**src/rtl/patq_pkg.sv**
```systemverilog
// Shared constants for the parent array tree query block.
// No dependencies; every other file uses this package.
package patq_pkg;

    localparam int DEF_MAX_NODES = 64;

    localparam logic [1:0] STATUS_OK    = 2'd0;
    localparam logic [1:0] STATUS_RANGE = 2'd1;
    localparam logic [1:0] STATUS_CYCLE = 2'd2;

    localparam logic REQ_WRITE = 1'b0;
    localparam logic REQ_QUERY = 1'b1;

endpackage

```
**src/rtl/patq_if.sv**
```systemverilog
// Request and response channel interfaces (valid/ready, one beat per item).
// Depends on patq_pkg for the default table size.
interface patq_req_if #(
    parameter int MAX_NODES = patq_pkg::DEF_MAX_NODES
);
    localparam int NODE_W = $clog2(MAX_NODES);

    logic                     valid;
    logic                     ready;
    logic                     req_type;
    logic [NODE_W-1:0]        node_a;
    logic [NODE_W-1:0]        node_b;
    logic signed [NODE_W:0]   parent_value;

    modport source (
        output valid, req_type, node_a, node_b, parent_value,
        input  ready
    );
    modport sink (
        input  valid, req_type, node_a, node_b, parent_value,
        output ready
    );
endinterface

interface patq_rsp_if #(
    parameter int MAX_NODES = patq_pkg::DEF_MAX_NODES
);
    localparam int NODE_W = $clog2(MAX_NODES);
    localparam int CNT_W  = $clog2(MAX_NODES + 1);

    logic                     valid;
    logic                     ready;
    logic [1:0]               status;
    logic signed [NODE_W:0]   parent_of_a;
    logic [CNT_W-1:0]         level_of_a;
    logic [CNT_W-1:0]         children_of_a;
    logic [NODE_W-1:0]        common_ancestor;

    modport source (
        output valid, status, parent_of_a, level_of_a, children_of_a, common_ancestor,
        input  ready
    );
    modport sink (
        input  valid, status, parent_of_a, level_of_a, children_of_a, common_ancestor,
        output ready
    );
endinterface

```
**src/rtl/patq_table.sv**
```systemverilog
// Parent table: single-port synchronous RAM with registered read.
// Runs a clearing pass to "no parent" after reset. Depends on patq_pkg.
module patq_table #(
    parameter int MAX_NODES = patq_pkg::DEF_MAX_NODES
) (
    input  logic                           clk,
    input  logic                           rst_n,
    input  logic                           we,
    input  logic [$clog2(MAX_NODES)-1:0]   addr,
    input  logic [$clog2(MAX_NODES):0]     wdata,
    output logic [$clog2(MAX_NODES):0]     rdata,
    output logic                           busy
);
    import patq_pkg::*;

    localparam int NODE_W = $clog2(MAX_NODES);
    localparam int PAR_W  = NODE_W + 1;

    logic [PAR_W-1:0]  table_mem [MAX_NODES];
    logic [PAR_W-1:0]  rdata_reg;
    logic [NODE_W-1:0] clr_reg;
    logic [NODE_W-1:0] clr_next;
    logic              busy_reg;
    logic              busy_next;
    logic              mem_we;
    logic [NODE_W-1:0] mem_addr;
    logic [PAR_W-1:0]  mem_wdata;

    always_comb
    begin
        clr_next  = clr_reg;
        busy_next = busy_reg;
        if (busy_reg)
        begin
            clr_next = clr_reg + 1'b1;
            if (clr_reg == NODE_W'(MAX_NODES - 1))
            begin
                busy_next = 1'b0;
            end
        end
    end

    assign mem_we    = busy_reg | we;
    assign mem_addr  = busy_reg ? clr_reg : addr;
    assign mem_wdata = busy_reg ? {PAR_W{1'b1}} : wdata;

    always_ff @(posedge clk or negedge rst_n)
    begin
        if (!rst_n)
        begin
            clr_reg  <= '0;
            busy_reg <= 1'b1;
        end
        else
        begin
            clr_reg  <= clr_next;
            busy_reg <= busy_next;
        end
    end

    always_ff @(posedge clk)
    begin
        if (mem_we)
        begin
            table_mem[mem_addr] <= mem_wdata;
        end
        rdata_reg <= table_mem[mem_addr];
    end

    assign rdata = rdata_reg;
    assign busy  = busy_reg;

endmodule

```
**src/rtl/parent_array_tree_query.sv**
```systemverilog
// Parent array forest with parent, level, child count and common ancestor queries.
// A query beat runs a child scan, two chain walks, then a lift and a paired walk,
// all bound by the single table port. One item in flight; the result register
// lets the next item enter while a response beat waits. After reset the table
// runs a clearing pass, during which no request beat is taken.
module parent_array_tree_query #(
    parameter int MAX_NODES = patq_pkg::DEF_MAX_NODES
) (
    input  logic                               clk,
    input  logic                               rst_n,
    input  logic                               cfg_we,
    input  logic [$clog2(MAX_NODES+1)-1:0]     cfg_wdata,
    patq_req_if.sink                           req,
    patq_rsp_if.source                         rsp
);
    import patq_pkg::*;

    localparam int NODE_W = $clog2(MAX_NODES);
    localparam int PAR_W  = NODE_W + 1;
    localparam int CNT_W  = $clog2(MAX_NODES + 1);

    typedef enum logic [8:0] {
        ST_IDLE   = 9'b000000001,
        ST_CHILD  = 9'b000000010,
        ST_WALK   = 9'b000000100,
        ST_ALIGN  = 9'b000001000,
        ST_LIFT   = 9'b000010000,
        ST_PAIR   = 9'b000100000,
        ST_PAIR_A = 9'b001000000,
        ST_PAIR_B = 9'b010000000,
        ST_DONE   = 9'b100000000
    } state_t;

    state_t            state_reg, state_next;
    logic [CNT_W-1:0]  count_reg, count_next;
    logic [NODE_W-1:0] root_reg, root_next;
    logic              rsp_valid_reg, rsp_valid_next;
    logic              err_rng_reg, err_rng_next;
    logic              err_cyc_reg, err_cyc_next;
    logic              chk_reg, chk_next;
    logic              walk_a_reg, walk_a_next;
    logic              lift_a_reg, lift_a_next;

    logic [NODE_W-1:0] a_reg, a_next;
    logic [NODE_W-1:0] b_reg, b_next;
    logic [CNT_W-1:0]  scan_reg, scan_next;
    logic [NODE_W-1:0] chk_addr_reg, chk_addr_next;
    logic [CNT_W-1:0]  children_reg, children_next;
    logic [PAR_W-1:0]  pa_reg, pa_next;
    logic [CNT_W-1:0]  cnt_reg, cnt_next;
    logic [CNT_W-1:0]  level_reg, level_next;
    logic [CNT_W-1:0]  depth_b_reg, depth_b_next;
    logic [NODE_W-1:0] xa_reg, xa_next;
    logic [NODE_W-1:0] xb_reg, xb_next;
    logic [CNT_W-1:0]  da_reg, da_next;
    logic [CNT_W-1:0]  db_reg, db_next;
    logic [NODE_W-1:0] lca_reg, lca_next;

    logic [1:0]        rsp_status_reg, rsp_status_next;
    logic [PAR_W-1:0]  rsp_pa_reg, rsp_pa_next;
    logic [CNT_W-1:0]  rsp_level_reg, rsp_level_next;
    logic [CNT_W-1:0]  rsp_children_reg, rsp_children_next;
    logic [NODE_W-1:0] rsp_lca_reg, rsp_lca_next;

    logic              mem_we;
    logic [NODE_W-1:0] mem_addr;
    logic [PAR_W-1:0]  mem_wdata;
    logic [PAR_W-1:0]  mem_rdata;
    logic              clr_busy;

    logic [CNT_W-1:0]  n_eff;
    logic              rd_nop;
    logic [NODE_W-1:0] rd_idx;
    logic              rd_oor;
    logic              req_fire;
    logic              a_oor;
    logic              b_oor;
    logic [1:0]        status_fin;

    patq_table #(
        .MAX_NODES (MAX_NODES)
    ) u_table (
        .clk   (clk),
        .rst_n (rst_n),
        .we    (mem_we),
        .addr  (mem_addr),
        .wdata (mem_wdata),
        .rdata (mem_rdata),
        .busy  (clr_busy)
    );

    assign n_eff = (count_reg > CNT_W'(MAX_NODES)) ? CNT_W'(MAX_NODES) : count_reg;

    assign rd_nop = mem_rdata[NODE_W];
    assign rd_idx = mem_rdata[NODE_W-1:0];
    assign rd_oor = CNT_W'(rd_idx) >= n_eff;

    assign req.ready = (state_reg == ST_IDLE) && !clr_busy;
    assign req_fire  = req.valid && req.ready;
    assign a_oor     = CNT_W'(req.node_a) >= n_eff;
    assign b_oor     = CNT_W'(req.node_b) >= n_eff;

    assign status_fin = err_rng_reg ? STATUS_RANGE :
                        err_cyc_reg ? STATUS_CYCLE : STATUS_OK;

    always_comb
    begin
        state_next        = state_reg;
        count_next        = count_reg;
        root_next         = root_reg;
        rsp_valid_next    = rsp_valid_reg;
        err_rng_next      = err_rng_reg;
        err_cyc_next      = err_cyc_reg;
        chk_next          = chk_reg;
        walk_a_next       = walk_a_reg;
        lift_a_next       = lift_a_reg;
        a_next            = a_reg;
        b_next            = b_reg;
        scan_next         = scan_reg;
        chk_addr_next     = chk_addr_reg;
        children_next     = children_reg;
        pa_next           = pa_reg;
        cnt_next          = cnt_reg;
        level_next        = level_reg;
        depth_b_next      = depth_b_reg;
        xa_next           = xa_reg;
        xb_next           = xb_reg;
        da_next           = da_reg;
        db_next           = db_reg;
        lca_next          = lca_reg;
        rsp_status_next   = rsp_status_reg;
        rsp_pa_next       = rsp_pa_reg;
        rsp_level_next    = rsp_level_reg;
        rsp_children_next = rsp_children_reg;
        rsp_lca_next      = rsp_lca_reg;
        mem_we            = 1'b0;
        mem_addr          = a_reg;
        mem_wdata         = req.parent_value[NODE_W] ? {PAR_W{1'b1}} : req.parent_value;

        if (cfg_we)
        begin
            count_next = cfg_wdata;
        end

        if (rsp_valid_reg && rsp.ready)
        begin
            rsp_valid_next = 1'b0;
        end

        unique case (state_reg)
            ST_IDLE:
            begin
                mem_addr = req.node_a;
                if (req_fire)
                begin
                    if (req.req_type == REQ_WRITE)
                    begin
                        if (!a_oor)
                        begin
                            mem_we = 1'b1;
                            if (req.parent_value[NODE_W])
                            begin
                                root_next = req.node_a;
                            end
                        end
                    end
                    else
                    begin
                        a_next        = req.node_a;
                        b_next        = req.node_b;
                        scan_next     = '0;
                        chk_next      = 1'b0;
                        children_next = '0;
                        pa_next       = '0;
                        lca_next      = '0;
                        level_next    = '0;
                        err_rng_next  = a_oor || b_oor;
                        err_cyc_next  = 1'b0;
                        state_next    = (a_oor || b_oor) ? ST_DONE : ST_CHILD;
                    end
                end
            end

            ST_CHILD:
            begin
                if (chk_reg)
                begin
                    if (mem_rdata == {1'b0, a_reg})
                    begin
                        children_next = children_reg + 1'b1;
                    end
                    if (chk_addr_reg == a_reg)
                    begin
                        pa_next = mem_rdata;
                    end
                end
                chk_next      = (scan_reg != n_eff);
                chk_addr_next = scan_reg[NODE_W-1:0];
                if (scan_reg != n_eff)
                begin
                    mem_addr  = scan_reg[NODE_W-1:0];
                    scan_next = scan_reg + 1'b1;
                end
                else
                begin
                    mem_addr    = b_reg;
                    cnt_next    = CNT_W'(1);
                    walk_a_next = 1'b0;
                    state_next  = ST_WALK;
                end
            end

            ST_WALK:
            begin
                mem_addr = rd_idx;
                if (rd_nop || rd_oor || (cnt_reg == n_eff))
                begin
                    if (!rd_nop)
                    begin
                        if (rd_oor)
                        begin
                            err_rng_next = 1'b1;
                        end
                        else
                        begin
                            err_cyc_next = 1'b1;
                        end
                    end
                    if (walk_a_reg)
                    begin
                        level_next = cnt_reg;
                        xa_next    = a_reg;
                        xb_next    = b_reg;
                        da_next    = cnt_reg;
                        db_next    = depth_b_reg;
                        if (rd_nop && !err_rng_reg && !err_cyc_reg)
                        begin
                            state_next = ST_ALIGN;
                        end
                        else
                        begin
                            state_next = ST_DONE;
                        end
                    end
                    else
                    begin
                        depth_b_next = cnt_reg;
                        mem_addr     = a_reg;
                        cnt_next     = CNT_W'(1);
                        walk_a_next  = 1'b1;
                    end
                end
                else
                begin
                    cnt_next = cnt_reg + 1'b1;
                end
            end

            ST_ALIGN:
            begin
                if (da_reg > db_reg)
                begin
                    mem_addr    = xa_reg;
                    lift_a_next = 1'b1;
                    state_next  = ST_LIFT;
                end
                else if (db_reg > da_reg)
                begin
                    mem_addr    = xb_reg;
                    lift_a_next = 1'b0;
                    state_next  = ST_LIFT;
                end
                else
                begin
                    state_next = ST_PAIR;
                end
            end

            ST_LIFT:
            begin
                if (lift_a_reg)
                begin
                    xa_next = rd_idx;
                    da_next = da_reg - 1'b1;
                end
                else
                begin
                    xb_next = rd_idx;
                    db_next = db_reg - 1'b1;
                end
                state_next = ST_ALIGN;
            end

            ST_PAIR:
            begin
                mem_addr = xa_reg;
                if (xa_reg == xb_reg)
                begin
                    lca_next   = xa_reg;
                    state_next = ST_DONE;
                end
                else
                begin
                    state_next = ST_PAIR_A;
                end
            end

            ST_PAIR_A:
            begin
                mem_addr = xb_reg;
                if (rd_nop)
                begin
                    lca_next   = root_reg;
                    state_next = ST_DONE;
                end
                else
                begin
                    xa_next    = rd_idx;
                    state_next = ST_PAIR_B;
                end
            end

            ST_PAIR_B:
            begin
                xb_next    = rd_idx;
                state_next = ST_PAIR;
            end

            ST_DONE:
            begin
                if (!rsp_valid_reg || rsp.ready)
                begin
                    rsp_valid_next    = 1'b1;
                    rsp_status_next   = status_fin;
                    rsp_pa_next       = pa_reg;
                    rsp_children_next = children_reg;
                    rsp_level_next    = (status_fin == STATUS_OK) ? level_reg : '0;
                    rsp_lca_next      = (status_fin == STATUS_OK) ? lca_reg : '0;
                    state_next        = ST_IDLE;
                end
            end

            default:
            begin
                state_next = ST_IDLE;
            end
        endcase
    end

    always_ff @(posedge clk or negedge rst_n)
    begin
        if (!rst_n)
        begin
            state_reg     <= ST_IDLE;
            count_reg     <= CNT_W'(MAX_NODES);
            root_reg      <= '0;
            rsp_valid_reg <= 1'b0;
            err_rng_reg   <= 1'b0;
            err_cyc_reg   <= 1'b0;
            chk_reg       <= 1'b0;
            walk_a_reg    <= 1'b0;
            lift_a_reg    <= 1'b0;
        end
        else
        begin
            state_reg     <= state_next;
            count_reg     <= count_next;
            root_reg      <= root_next;
            rsp_valid_reg <= rsp_valid_next;
            err_rng_reg   <= err_rng_next;
            err_cyc_reg   <= err_cyc_next;
            chk_reg       <= chk_next;
            walk_a_reg    <= walk_a_next;
            lift_a_reg    <= lift_a_next;
        end
    end

    always_ff @(posedge clk)
    begin
        a_reg            <= a_next;
        b_reg            <= b_next;
        scan_reg         <= scan_next;
        chk_addr_reg     <= chk_addr_next;
        children_reg     <= children_next;
        pa_reg           <= pa_next;
        cnt_reg          <= cnt_next;
        level_reg        <= level_next;
        depth_b_reg      <= depth_b_next;
        xa_reg           <= xa_next;
        xb_reg           <= xb_next;
        da_reg           <= da_next;
        db_reg           <= db_next;
        lca_reg          <= lca_next;
        rsp_status_reg   <= rsp_status_next;
        rsp_pa_reg       <= rsp_pa_next;
        rsp_level_reg    <= rsp_level_next;
        rsp_children_reg <= rsp_children_next;
        rsp_lca_reg      <= rsp_lca_next;
    end

    assign rsp.valid           = rsp_valid_reg;
    assign rsp.status          = rsp_status_reg;
    assign rsp.parent_of_a     = rsp_pa_reg;
    assign rsp.level_of_a      = rsp_level_reg;
    assign rsp.children_of_a   = rsp_children_reg;
    assign rsp.common_ancestor = rsp_lca_reg;

endmodule
```
**src/flat_wrapper.sv**
```systemverilog
// flat-port wrapper written by rule: the top's interface ports become plain ports
module parent_array_tree_query_flat import patq_pkg::*;
#(
    parameter int MAX_NODES = patq_pkg::DEF_MAX_NODES
)
  (clk, rst_n, cfg_we, cfg_wdata, req_valid, req_req_type, req_node_a, req_node_b, req_parent_value, req_ready, rsp_valid, rsp_status, rsp_parent_of_a, rsp_level_of_a, rsp_children_of_a, rsp_common_ancestor, rsp_ready);
  patq_req_if #(.MAX_NODES(MAX_NODES)) req_i ();
  patq_rsp_if #(.MAX_NODES(MAX_NODES)) rsp_i ();
  input  logic clk;
  input  logic rst_n;
  input  logic cfg_we;
  input  logic [$clog2(MAX_NODES+1)-1:0] cfg_wdata;
  input wire logic [$bits(req_i.valid)-1:0] req_valid;
  input wire logic [$bits(req_i.req_type)-1:0] req_req_type;
  input wire logic [$bits(req_i.node_a)-1:0] req_node_a;
  input wire logic [$bits(req_i.node_b)-1:0] req_node_b;
  input wire logic [$bits(req_i.parent_value)-1:0] req_parent_value;
  output wire logic [$bits(req_i.ready)-1:0] req_ready;
  output wire logic [$bits(rsp_i.valid)-1:0] rsp_valid;
  output wire logic [$bits(rsp_i.status)-1:0] rsp_status;
  output wire logic [$bits(rsp_i.parent_of_a)-1:0] rsp_parent_of_a;
  output wire logic [$bits(rsp_i.level_of_a)-1:0] rsp_level_of_a;
  output wire logic [$bits(rsp_i.children_of_a)-1:0] rsp_children_of_a;
  output wire logic [$bits(rsp_i.common_ancestor)-1:0] rsp_common_ancestor;
  input wire logic [$bits(rsp_i.ready)-1:0] rsp_ready;
  assign req_i.valid = req_valid;
  assign req_i.req_type = req_req_type;
  assign req_i.node_a = req_node_a;
  assign req_i.node_b = req_node_b;
  assign req_i.parent_value = req_parent_value;
  assign req_ready = req_i.ready;
  assign rsp_valid = rsp_i.valid;
  assign rsp_status = rsp_i.status;
  assign rsp_parent_of_a = rsp_i.parent_of_a;
  assign rsp_level_of_a = rsp_i.level_of_a;
  assign rsp_children_of_a = rsp_i.children_of_a;
  assign rsp_common_ancestor = rsp_i.common_ancestor;
  assign rsp_i.ready = rsp_ready;
  parent_array_tree_query #(.MAX_NODES(MAX_NODES)) u_core (.clk(clk), .rst_n(rst_n), .cfg_we(cfg_we), .cfg_wdata(cfg_wdata), .req(req_i), .rsp(rsp_i));
endmodule
```
**config.mk**
```make
export PLATFORM = sky130hd
export DESIGN_NAME = parent_array_tree_query_flat
export DESIGN_NICKNAME = d
export VERILOG_FILES = /design/src/rtl/patq_pkg.sv /design/src/rtl/patq_if.sv /design/src/rtl/patq_table.sv /design/src/rtl/parent_array_tree_query.sv /design/src/flat_wrapper.sv
export SDC_FILE = /design/constraint.sdc
export NUM_CORES = 1
export LEC_CHECK = 0
export BUFFER_PORTS_ARGS = -buffer_cell sky130_fd_sc_hd__buf_2
export CORE_ASPECT_RATIO = 0.5
export CORE_MARGIN = 5
export CORE_UTILIZATION = 40
export DETAILED_ROUTE_END_ITERATION = 16
export GPL_TIMING_DRIVEN = 0
export MAX_ROUTING_LAYER = met4
export SLEW_MARGIN = 40
export SYNTH_ARGS = -nofsm -noshare
export SYNTH_HDL_FRONTEND = slang
export SYNTH_SLANG_ARGS = --single-unit
```
**constraint.sdc**
```tcl
create_clock -name clk -period 5.4 [get_ports clk]
set_input_delay 1.35 -clock clk [delete_from_list [all_inputs] [get_ports clk]]
set_output_delay 1.35 -clock clk [all_outputs]
set_load 0.05 [all_outputs]
```
---- Yosys cells after proc, flatten, opt, wreduce, memory -nomap -nowiden ----
Memories as Yosys holds them, arrays and structs flattened. A register that Yosys moved wholly into a read port is not among the register bits.
Cells that the tools add are included.
storage, ports and cells
  register bits after elaboration ......... 156
  bits in writable memories ............... 448
  bits of input ports ..................... 32
  output and inout bits ................... 31
  word-level logic and storage cells ...... 214
  memories kept ........................... 1
memory list
  memory                    words  width  read ports  clocked after memory_dff  write ports  line              text
  u_core.u_table.table_mem  64     7      1           1                         1            patq_table.sv:19  logic [PAR_W-1:0] table_mem [MAX_NODES];
operators by class
  $add $sub $neg .......................... 6
  $lt $le $gt $ge ......................... 6
  equal/unequal tests ..................... 34
  muxes and demuxes ....................... 91
  bitwise operators ....................... 4
  reductions and logical operators ........ 42
operators by type and width
  operator                                               number
  two-way mux 7 bit                                      19
  two-way mux 6 bit                                      18
  two-way mux 9 bit                                      11
  one-hot mux 7 bit (2 select lines)                     7
  one-hot mux 9 bit (9 select lines)                     1
  one-hot mux 6 bit (3 select lines)                     3
  one-hot mux 6 bit (6 select lines)                     1
  AND reduction 5 bit                                    6
  two-way mux 1 bit                                      25
  inequality test 2 x 1 -> 1 bit, second input constant  11
  adder 7 x 1 -> 7 bit, second input constant            3
  >= comparator 6 x 7 -> 1 bit                           3
  AND reduction 6 bit                                    3
  AND reduction 4 bit                                    4
  AND reduction 3 bit                                    5
  > comparator 7 bit                                     2
  inequality test 2 bit, second input constant           7
  subtractor 7 x 1 -> 7 bit, second input constant       2
  equality test 6 bit                                    2
  nonzero test 2 bit                                     5
  equality test 9 x 1 -> 1 bit, second input constant    1
  equality test 9 x 2 -> 1 bit, second input constant    1
  equality test 9 x 3 -> 1 bit, second input constant    1
  equality test 9 x 4 -> 1 bit, second input constant    1
  other kinds (22)                                       41

---- Depth between registers and ports, before layout ----
Gate-level depths: netlist of run 1.
  depth in word-level cells ............... 10
  depth in mapped cells ................... 20
  mapped depth without buffers ............ 15

---- By module ----
A second synthesis of run 1 with hierarchy kept.
unflattened totals
  cells, all modules ...................... 1,715
  area, all modules ....................... 25,717.2 µm²
modules (own cells, without submodules)
  module                   times used  cells each  area each (µm²)
  patq_table               1           1,105       18,218.7
  parent_array_tree_query  1           610         7,498.4

---- Worst setup path before layout of run 1 ----
No wires, ideal clock.
  path type ............................... reg-to-reg
  start ................................... register u_core.count_reg[6]
  end ..................................... memory u_core.u_table.table_mem[12][0] (netlist name), enable pin
  setup time .............................. 0.360 ns
  arrival time ............................ 3.988 ns
  setup slack ............................. 1.052 ns
  cell stages (with the launch flop) ...... 18
  buffers on the path ..................... 6
  cells stage by stage .................... dfstp_2 > buf_2 > buf_2 > nor2_1 > ha_1 > nand2b_1 > a31oi_1 > o21a_1 > o21ai_1 > a221oi_1 > a31o_2 > buf_2 > buf_2 > buf_2 > buf_1 > and2_1 > nand3_1 > nor2_1
on the way
  word-level cells in the longest chain between the ends .. 10
  elaborated cells on any way between the ends .. 19
  classes of those cells .................. order compare (3); eq/ne (2); mux (11); bitwise (1); reduce/logical (2)
RTL lines
  what                                     line                            text
  start: declaration                       parent_array_tree_query.sv:35   logic [CNT_W-1:0] count_reg, count_next;
  start signal: assignment                 parent_array_tree_query.sv:355  count_reg <= CNT_W'(MAX_NODES);
  start signal: assignment                 parent_array_tree_query.sv:367  count_reg <= count_next;
  > comparator 7 bit                       parent_array_tree_query.sv:92   assign n_eff = (count_reg > CNT_W'(MAX_NODES)) ? CNT_W'(MAX_NODES) : count_reg;
  two-way mux 7 bit (*)                    parent_array_tree_query.sv:92
  >= comparator 6 x 7 -> 1 bit             parent_array_tree_query.sv:100  assign a_oor = CNT_W'(req.node_a) >= n_eff;
  two-way mux 1 bit                        parent_array_tree_query.sv:158  if (!a_oor)
  two-way mux 1 bit                        parent_array_tree_query.sv:156  if (req.req_type == REQ_WRITE)
  two-way mux 1 bit                        parent_array_tree_query.sv:154  if (req_fire)
  two-way mux 1 bit                        parent_array_tree_query.sv:150  unique case (state_reg)
  OR 1 bit                                 patq_table.sv:43                assign mem_we = busy_reg | we;
  two-way mux 1 bit                        patq_table.sv:63                if (mem_we)
  two-way mux 1 bit (implied by the code)  patq_table.sv:65                table_mem[mem_addr] <= mem_wdata;
  end: declaration                         patq_table.sv:19
Every way passes the cells marked *; elsewhere a longest branch is shown, timed or not.

---- Worst setup path in the final report of run 1 ----
  start ................................... register u_core.count_reg[6]
  end ..................................... register u_core.u_table.rdata_reg[6], in the netlist u_core.u_table.rdata[6] (read register of u_core.u_table.table_mem)
on the way
  word-level cells in the longest chain between the ends .. 8
  elaborated cells on any way between the ends .. 11
  classes of those cells .................. order compare (2); eq/ne (2); mux (5); reduce/logical (2)
RTL lines
  what                                    line                            text
  > comparator 7 bit                      parent_array_tree_query.sv:92
  two-way mux 7 bit (*)                   parent_array_tree_query.sv:92
  >= comparator 6 x 7 -> 1 bit            parent_array_tree_query.sv:96   assign rd_oor = CNT_W'(rd_idx) >= n_eff;
  logical OR 1 bit (2 in a row)           parent_array_tree_query.sv:216  if (rd_nop || rd_oor || (cnt_reg == n_eff))
  two-way mux 6 bit                       parent_array_tree_query.sv:216
  one-hot mux 6 bit (6 select lines) (*)  parent_array_tree_query.sv:150
  two-way mux 6 bit (*)                   patq_table.sv:44                assign mem_addr = busy_reg ? clr_reg : addr;
  end: declaration                        patq_table.sv:20                logic [PAR_W-1:0] rdata_reg;
Marked as above.
A chain may end at the register's enable or synchronous reset.

==> summary.md, run 1 <==
| Metric | Value |
|---|---|
| Outcome | `finished clean` |
| Clock Sinks | `611` |
| Worst Hold Depth | `0` |
| Slew @ Worst Pin | `0.869 ns` |
| Syn nets | `2138` |
| CP delay by family, top | `compound AO/OA/AOI/OAI gates` |
| Met3 wire length | `9180 um` |
| HP Class | `reg -> reg` |
| Hold wc startpoint | `u_core.pa_reg[5]` |
| Initial Util | `40.7%` |
| Highest Signal Layer | `met4` |
| Die width | `375 um` |
| Initial antenna violation count | `3` |
| P_leak | `11.1 nW` |
| Die ar. | `72300 um2` |
| Crit path launch type | `flip-flop` |
| Number of global-route vias before repair | `17800` |
| Post-Synthesis Cells | `2075` |
| Register area share after synthesis | `67.8%` |
| Total grt overflow | `0` |
| Via count | `18600` |
| CTS Buf Count | `57` |
| Non-Filler Instances | `3179` |
| Global-route wire length before repair | `122000 um` |
| Clock skew after layout | `0.0424 ns` |
| Pwr/cell area | `651 nW/um2` |
| Final WS setup | `0.0677 ns` |
| Layout cells sized above 1 | `19.1%` |
| Crit path largest cell delay | `0.61 ns` |
| Routed WL | `84800 um` |
| Placed Cells | `3034` |
| RSZ-0062 raised after global routing | `yes` |
| Crit Path Max Fanout | `10` |
| Final setup viols | `0` |
| Syn-to-layout area delta | `18.6%` |
| Critical Path RT | `5.96 ns` |
| CTS tree | `yes` |
| Worst min-delay path endpoint | `u_core.rsp.parent_of_a[5]` |
| Worst path most repeated cell | `clkbuf_4` |
| CP Depth | `18` |
| H-Tree Depth | `2` |
| DP HPWL | `57900 um` |
| Crit end category | `flip-flop` |
| Yosys warning total | `0` |
| Final min period | `5.33 ns` |
| Boundary pin count | `63` |
| DRC errors left | `0` |
| Syn Area/Cell | `12.9 um2` |
| Largest net degree at the start of global routing | `65` |
| DIE HEIGHT | `193 um` |
| Netlist cell types | `89` |
| FF-to-FF Start | `u_core.count_reg[6]` |
| Critical-path top delay cell | `a211oi_1` |
| Vias/cell | `5.86` |
| #FFs+latches synth | `611` |
| Max Cap Viol | `0` |
| EDFF count, synth | `569` |
| Dpl ws | `-1.59 ns` |
| Post-Syn Area | `26700 um2` |
| Rel. slew slack | `42.0%` |
| CTS root buf | `clkbuf_16` |
| Final hold viol count | `0` |
| Async set or reset register ratio after synthesis | `5.73%` |
| Wire length per cell | `26.7 um` |
| NumNets Final | `2307` |
| Fmax | `188 MHz` |
| First-pass DRT Iterations | `6` |
| Iter 0 DRT Violations | `2458` |
| R2R depth | `18` |
| CTS max path bufs | `3` |
| IO buf count | `61` |
| Later-pin clock latency in the skew report | `0.65 ns` |
| Core ar. | `65600 um2` |
| Most used flip-flop cell after synthesis | `edfxtp_1` |
| Buf/Inv on CP | `4` |
| Critical Path, Cell by Cell | `buf_2, clkbuf_4, nor2_1, ha_1, nand2b_1, a31oi_1, o211ai_1, a21oi_4, a221o_1, o32ai_4, buf_12, or2b_1, or2_1, clkbuf_4, a211oi_1, nor3_1, a21oi_1, or4_1` |
| Critical path class | `reg -> reg` |
| Final period util | `98.7%` |
| Max-slew violations | `0` |
| Slack of the worst reg-to-reg path | `0.07 ns` |
| Fill cells | `5723` |
| GRT Total Usage | `23.7%` |
| Max FFs per register | `448` |
| RR Endpoint | `u_core.u_table.rdata[6]` |
| WP data arrival | `5.89 ns` |
| # hold bufs at CTS | `0` |
| Routability cong. | `0.969` |
| Worst-path clk slew | `0.07 ns` |
| IR drop worst, VDD | `427 uV` |
| M1 wire length | `33700 um` |
| Row count | `66` |
| ANT nets after route | `0` |
| Met2 wire len | `38200 um` |
| Setup TNS | `0 ns` |
[cells by family (layout without fill, tap and decap cells)]
kind of cell | after synthesis | after routing | share of synthesized area (%)
muxes | 92 | 92 | 3.67
other | 0 | 2 | 0
DFF | 611 | 611 | 67.8
buffers and inverters | 132 | 350 | 2.35
AOI/OAI and AO/OA | 272 | 272 | 7.52
and+or+nand+nor | 883 | 883 | 15.4
adders and majority gates | 31 | 31 | 1.45
xor gates and xnor gates | 54 | 54 | 1.77
[how the worst max path moves through the flow]
stage                        start                               to  slack (ns)
6_report       u_core.count_reg[6]          u_core.u_table.rdata[6]        0.07
5_1_grt        u_core.count_reg[6]          u_core.u_table.rdata[0]       -0.03
4_1_cts        u_core.count_reg[6]          u_core.u_table.rdata[5]       0.003
3_5_place_dp   u_core.count_reg[6]  u_core.u_table.table_mem[29][0]       -1.59
3_3_place_gp   u_core.count_reg[6]          u_core.u_table.rdata[1]       -2.32
2_1_floorplan  u_core.count_reg[6]  u_core.u_table.table_mem[12][0]        1.05
[cell usage after synthesis, types with 6 or more instances]
cell	n	area, um2
mux2i_1	62	621
nand2_1	399	1500
nor2b_1	10	62.6
a21o_1	17	128
xnor2_1	36	315
buf_4	6	45.0
and3_1	62	388
a31oi_1	27	169
xor2_1	18	158
nor3_1	12	60.1
a311oi_1	9	78.8
a221o_1	8	80.1
buf_1	8	30.0
nor4_1	10	62.6
o21ai_0	42	210
dfxtp_1	7	140
a221oi_1	10	87.6
ha_1	31	388
edfxtp_1	569	17100
mux2_2	28	315
buf_2	52	260
a211oi_1	21	158
inv_1	24	90.1
a21oi_1	45	225
buf_6	6	67.6
nor2_1	140	526
nand4_1	22	138
nand2b_1	17	106
clkbuf_1	36	135
dfrtp_1	32	801
and2_1	41	257
or3_1	8	50.1
a22oi_1	10	75.1
nand3_1	118	591
a2111oi_0	10	87.6
a22o_1	10	87.6
[layout make-up]
class / count / area [um2] / share of cell area (%)
diodes: 2 / 5.00 / 0.0158
plain buffers: 106 / 663 / 2.10
clock buffers: 73 / 1500 / 4.73
clock inverters: 35 / 337 / 1.06
inverters: 24 / 90.1 / 0.285
multi-input cells: 1332 / 8840 / 27.9
flip-flops and latches: 611 / 18100 / 57.2
well taps: 884 / 1110 / 3.49
repair buffers: 112 / 1010 / 3.18
[cells in the final DEF, fill, tap and decap left out, drive strengths merged, types with 11 or more instances in the layout]
| cell | synthesis | routed |
|---|---|---|
| clkinv | 0 | 27 |
| xnor2 | 36 | 36 |
| edfxtp | 569 | 569 |
| ha | 31 | 31 |
| clkbuf | 36 | 118 |
| nand2 | 402 | 402 |
| o21ai | 44 | 44 |
| a2111oi | 11 | 11 |
| nor3 | 12 | 12 |
| nand3 | 119 | 119 |
| a31oi | 27 | 27 |
| buf | 72 | 173 |
| mux2 | 28 | 28 |
| a221oi | 11 | 11 |
| nand2b | 17 | 17 |
| a21o | 17 | 17 |
| a21oi | 46 | 46 |
| a211oi | 21 | 21 |
| inv | 24 | 25 |
| and2 | 44 | 44 |
| nand4 | 22 | 22 |
| nor4 | 13 | 13 |
| nor2 | 141 | 141 |
| xor2 | 18 | 18 |
| and3 | 62 | 62 |
| mux2i | 62 | 62 |
| dfrtp | 32 | 32 |
[layer usage]
metal  GRT usage (%)  vias up
li1                -     8089
met1            30.9     9285
met2            36.8     1063
met3            5.13      206
met4            9.22        0
met5               -        -
[through the flow]
stage	hold slack (ns)	utilization, %	cell area (um2)	power (mW)
after global routing	0.425	48.3	31600	21.2
after global placement	0.404	42.9	28100	15.2
after detailed placement	0.405	43.4	28400	15.4
after CTS	0.419	47.8	31300	20.1
final	0.417	48.3	31700	20.6
after floorplan	0.400	-	26700	11.1
[report_power, final]
group	switching (mW)	leakage, nW	total, mW	internal, mW
Sequential	0.259	5.59	5.83	5.57
Combinational	7.64	4.64	10.7	3.10
Clock	1.83	0.887	4.04	2.21
Total	9.73	11.1	20.6	10.9
[repair_timing]
item | in CTS | in global routing
pin swaps | 21 | 10
endpoints found under the setup margin | 455 | 417
resized for setup | 200 | 34
setup buffers | 24 | 13
Power figures use the tool's default switching activity.
==> run 2: changes to the inputs <==
==> constraint.sdc (replaced) <==
create_clock -name clk -period 5.4 [get_ports clk]
set_input_delay 0.54 -clock clk [delete_from_list [all_inputs] [get_ports clk]]
set_output_delay 0.54 -clock clk [all_outputs]
set_load 0.02 [all_outputs]
==> run 2 against run 1 <==
Against the previous run: via count hardly changed; sequential share of layout area is essentially flat; worst hold slack worse by 0.30 ns; sequential cell count unchanged; clock skew shrank 0.0017 ns; final cell count is the same; design area about the same; total power down 0.43%; fmax increased by 0.24%; utilization about the same; worst setup slack better by 0.013 ns; largest cell class unchanged.
==> summary.md, run 2 (synthesized netlist as in run 1, its figures left out) <==
| Metric | Value |
|---|---|
| Layout cells sized above 1 | `19.1%` |
| Switching pwr | `9.64 mW` |
| DP HPWL | `57900 um` |
| FF-to-FF Start | `u_core.count_reg[6]` |
| CTS tree | `yes` |
| Worst min-delay path endpoint | `u_core.b_reg[0]` |
| Tot Pwr | `20.5 mW` |
| Worst Hold Depth | `1` |
| Non-Filler Instances | `3179` |
| Final WS setup | `0.0804 ns` |
| IR drop worst, VDD | `424 uV` |
| Final hold viol count | `0` |
| RSZ-0062 raised after global routing | `yes` |
| Crit path largest cell delay | `0.66 ns` |
| DRC errors left | `0` |
| Global-route wire length before repair | `122000 um` |
| Slack of the worst reg-to-reg path | `0.08 ns` |
| Worst path most repeated cell | `a21oi_4` |
| Critical path class | `reg -> reg` |
| Placed Cells | `3034` |
| Worst-path clk slew | `0.07 ns` |
| Clock skew after layout | `0.0407 ns` |
| Die ar. | `72300 um2` |
| Sequential fraction of design power | `28.4%` |
| WP data arrival | `5.80 ns` |
| RR Endpoint | `u_core.u_table.rdata[6]` |
| Rel. slew slack | `41.7%` |
| Iter 0 DRT Violations | `2450` |
| GRT Total Usage | `23.7%` |
| Syn-to-layout area delta | `18.6%` |
| Max Cap Viol | `0` |
| DIE HEIGHT | `193 um` |
| CTS root buf | `clkbuf_16` |
| Die width | `375 um` |
| Total grt overflow | `0` |
| Pwr/cell area | `648 nW/um2` |
| CTS max path bufs | `3` |
| Crit path launch type | `flip-flop` |
| Buf/Inv on CP | `4` |
| CP Depth | `17` |
| Crit end category | `flip-flop` |
| Clock power share | `19.7%` |
| Initial antenna violation count | `3` |
| Largest net degree at the start of global routing | `65` |
| Fin area | `31700 um2` |
| Routability cong. | `0.969` |
| Final period util | `98.5%` |
| HP Class | `in -> reg` |
| Wire length per cell | `26.7 um` |
| Row count | `66` |
| First-pass DRT Iterations | `5` |
| Via count | `18600` |
| Dpl ws | `-1.59 ns` |
| Slew @ Worst Pin | `0.874 ns` |
| CP delay by family, top | `compound AO/OA/AOI/OAI gates` |
| Critical-path top delay cell | `clkbuf_1` |
| Placed cell area | `28400 um2` |
| Clock Sinks | `611` |
| CTS Buf Count | `57` |
| Most common cell after layout, fill and taps aside | `edfxtp_1` |
| Max FFs per register | `448` |
| Outcome | `finished clean` |
| Hold wc startpoint | `req_node_b[0]` |
| Routed WL | `84700 um` |
| Most frequent cells in the layout | `569 x edfxtp_1, 394 x nand2_1, 114 x nand3_1` |
| Initial Util | `40.7%` |
| Switch share | `47.0%` |
| Final min period | `5.32 ns` |
| Vias/cell | `5.86` |
| Int Pwr | `10.9 mW` |
| ANT nets after route | `0` |
| Later-pin clock latency in the skew report | `0.65 ns` |
| Max-slew violations | `0` |
| Number of global-route vias before repair | `17800` |
| H-Tree Depth | `2` |
| Crit Path Max Fanout | `10` |
| Core ar. | `65600 um2` |
| Fmax | `188 MHz` |
| Combinational power share | `51.9%` |
| Critical Path, Cell by Cell | `buf_2, clkbuf_4, nor2_1, ha_1, nand2b_1, a31oi_1, o211ai_1, a21oi_4, a32oi_4, a21oi_4, buf_4, clkbuf_1, and3_1, a311oi_1, o21ai_0, nand4_1, or4_1` |
| Boundary pin count | `63` |
| IO buf count | `61` |
| Final setup viols | `0` |
| Critical Path RT | `5.88 ns` |
| P_leak | `11.1 nW` |
| R2R depth | `17` |
| NumNets Final | `2308` |
==> run 2: worst max-delay path by stage <==
stage	from	endpoint	slack, ns
floorplan	u_core.count_reg[6]	u_core.u_table.table_mem[12][0]	1.05
global placement	u_core.count_reg[6]	u_core.u_table.rdata[1]	-2.32
detailed placement	u_core.count_reg[6]	u_core.u_table.table_mem[29][0]	-1.59
CTS	u_core.count_reg[6]	u_core.u_table.rdata[5]	0.003
global route	u_core.count_reg[6]	u_core.u_table.rdata[0]	-0.03
finish	u_core.count_reg[6]	u_core.u_table.rdata[6]	0.08
==> run 2: through the flow <==
| step | utilization, % | setup TNS, ns | hold slack, ns |
|---|---|---|---|
| floorplan | - | 0 | 0.244 |
| global placement | 42.9 | -574.75 | 0.404 |
| detailed placement | 43.4 | -519.45 | 0.405 |
| CTS | 47.8 | 0 | 0.0884 |
| global route | 48.3 | -0.0334 | 0.0955 |
| finish | 48.3 | 0 | 0.117 |
==> run 2: metal layers <==
| metal | global-route usage (%) | share of wire (%) |
|---|---|---|
| met1 | 30.9 | 40 |
| met2 | 36.8 | 45 |
| met3 | 5.13 | 10 |
| met4 | 9.22 | 4.4 |
| met5 | - | 0 |
==> run 2: power groups by stage <==
stage          Sequential (mW)  Combinational [mW]  Clock, mW
4_1_cts                   5.82                10.1       4.07
3_3_place_gp              5.93                9.18          0
6_report                  5.83                10.6       4.04
2_1_floorplan             5.84                5.22          0
3_5_place_dp              5.92                9.36          0
5_1_grt                   5.85                11.0       4.28
==> run 2: timing repair <==
action                                  4_1_cts  5_1_grt
endpoints found under the setup margin      455      417
setup buffers                                24       13
resized for setup                           200       34
endpoints found under the hold margin        32        0
pin swaps                                    21       10
gates cloned                                  0        0
hold buffers                                  1        0
==> run 2: area by class of cell <==
cell class / count / area, um2
fillers: 5723 / 33900
flip-flops and latches: 611 / 18100
multi-input cells: 1332 / 8840
clock buffers: 73 / 1500
well taps: 884 / 1110
repair buffers: 113 / 1020
plain buffers: 106 / 663
clock inverters: 35 / 337
inverters: 24 / 90.1
diodes: 1 / 2.50
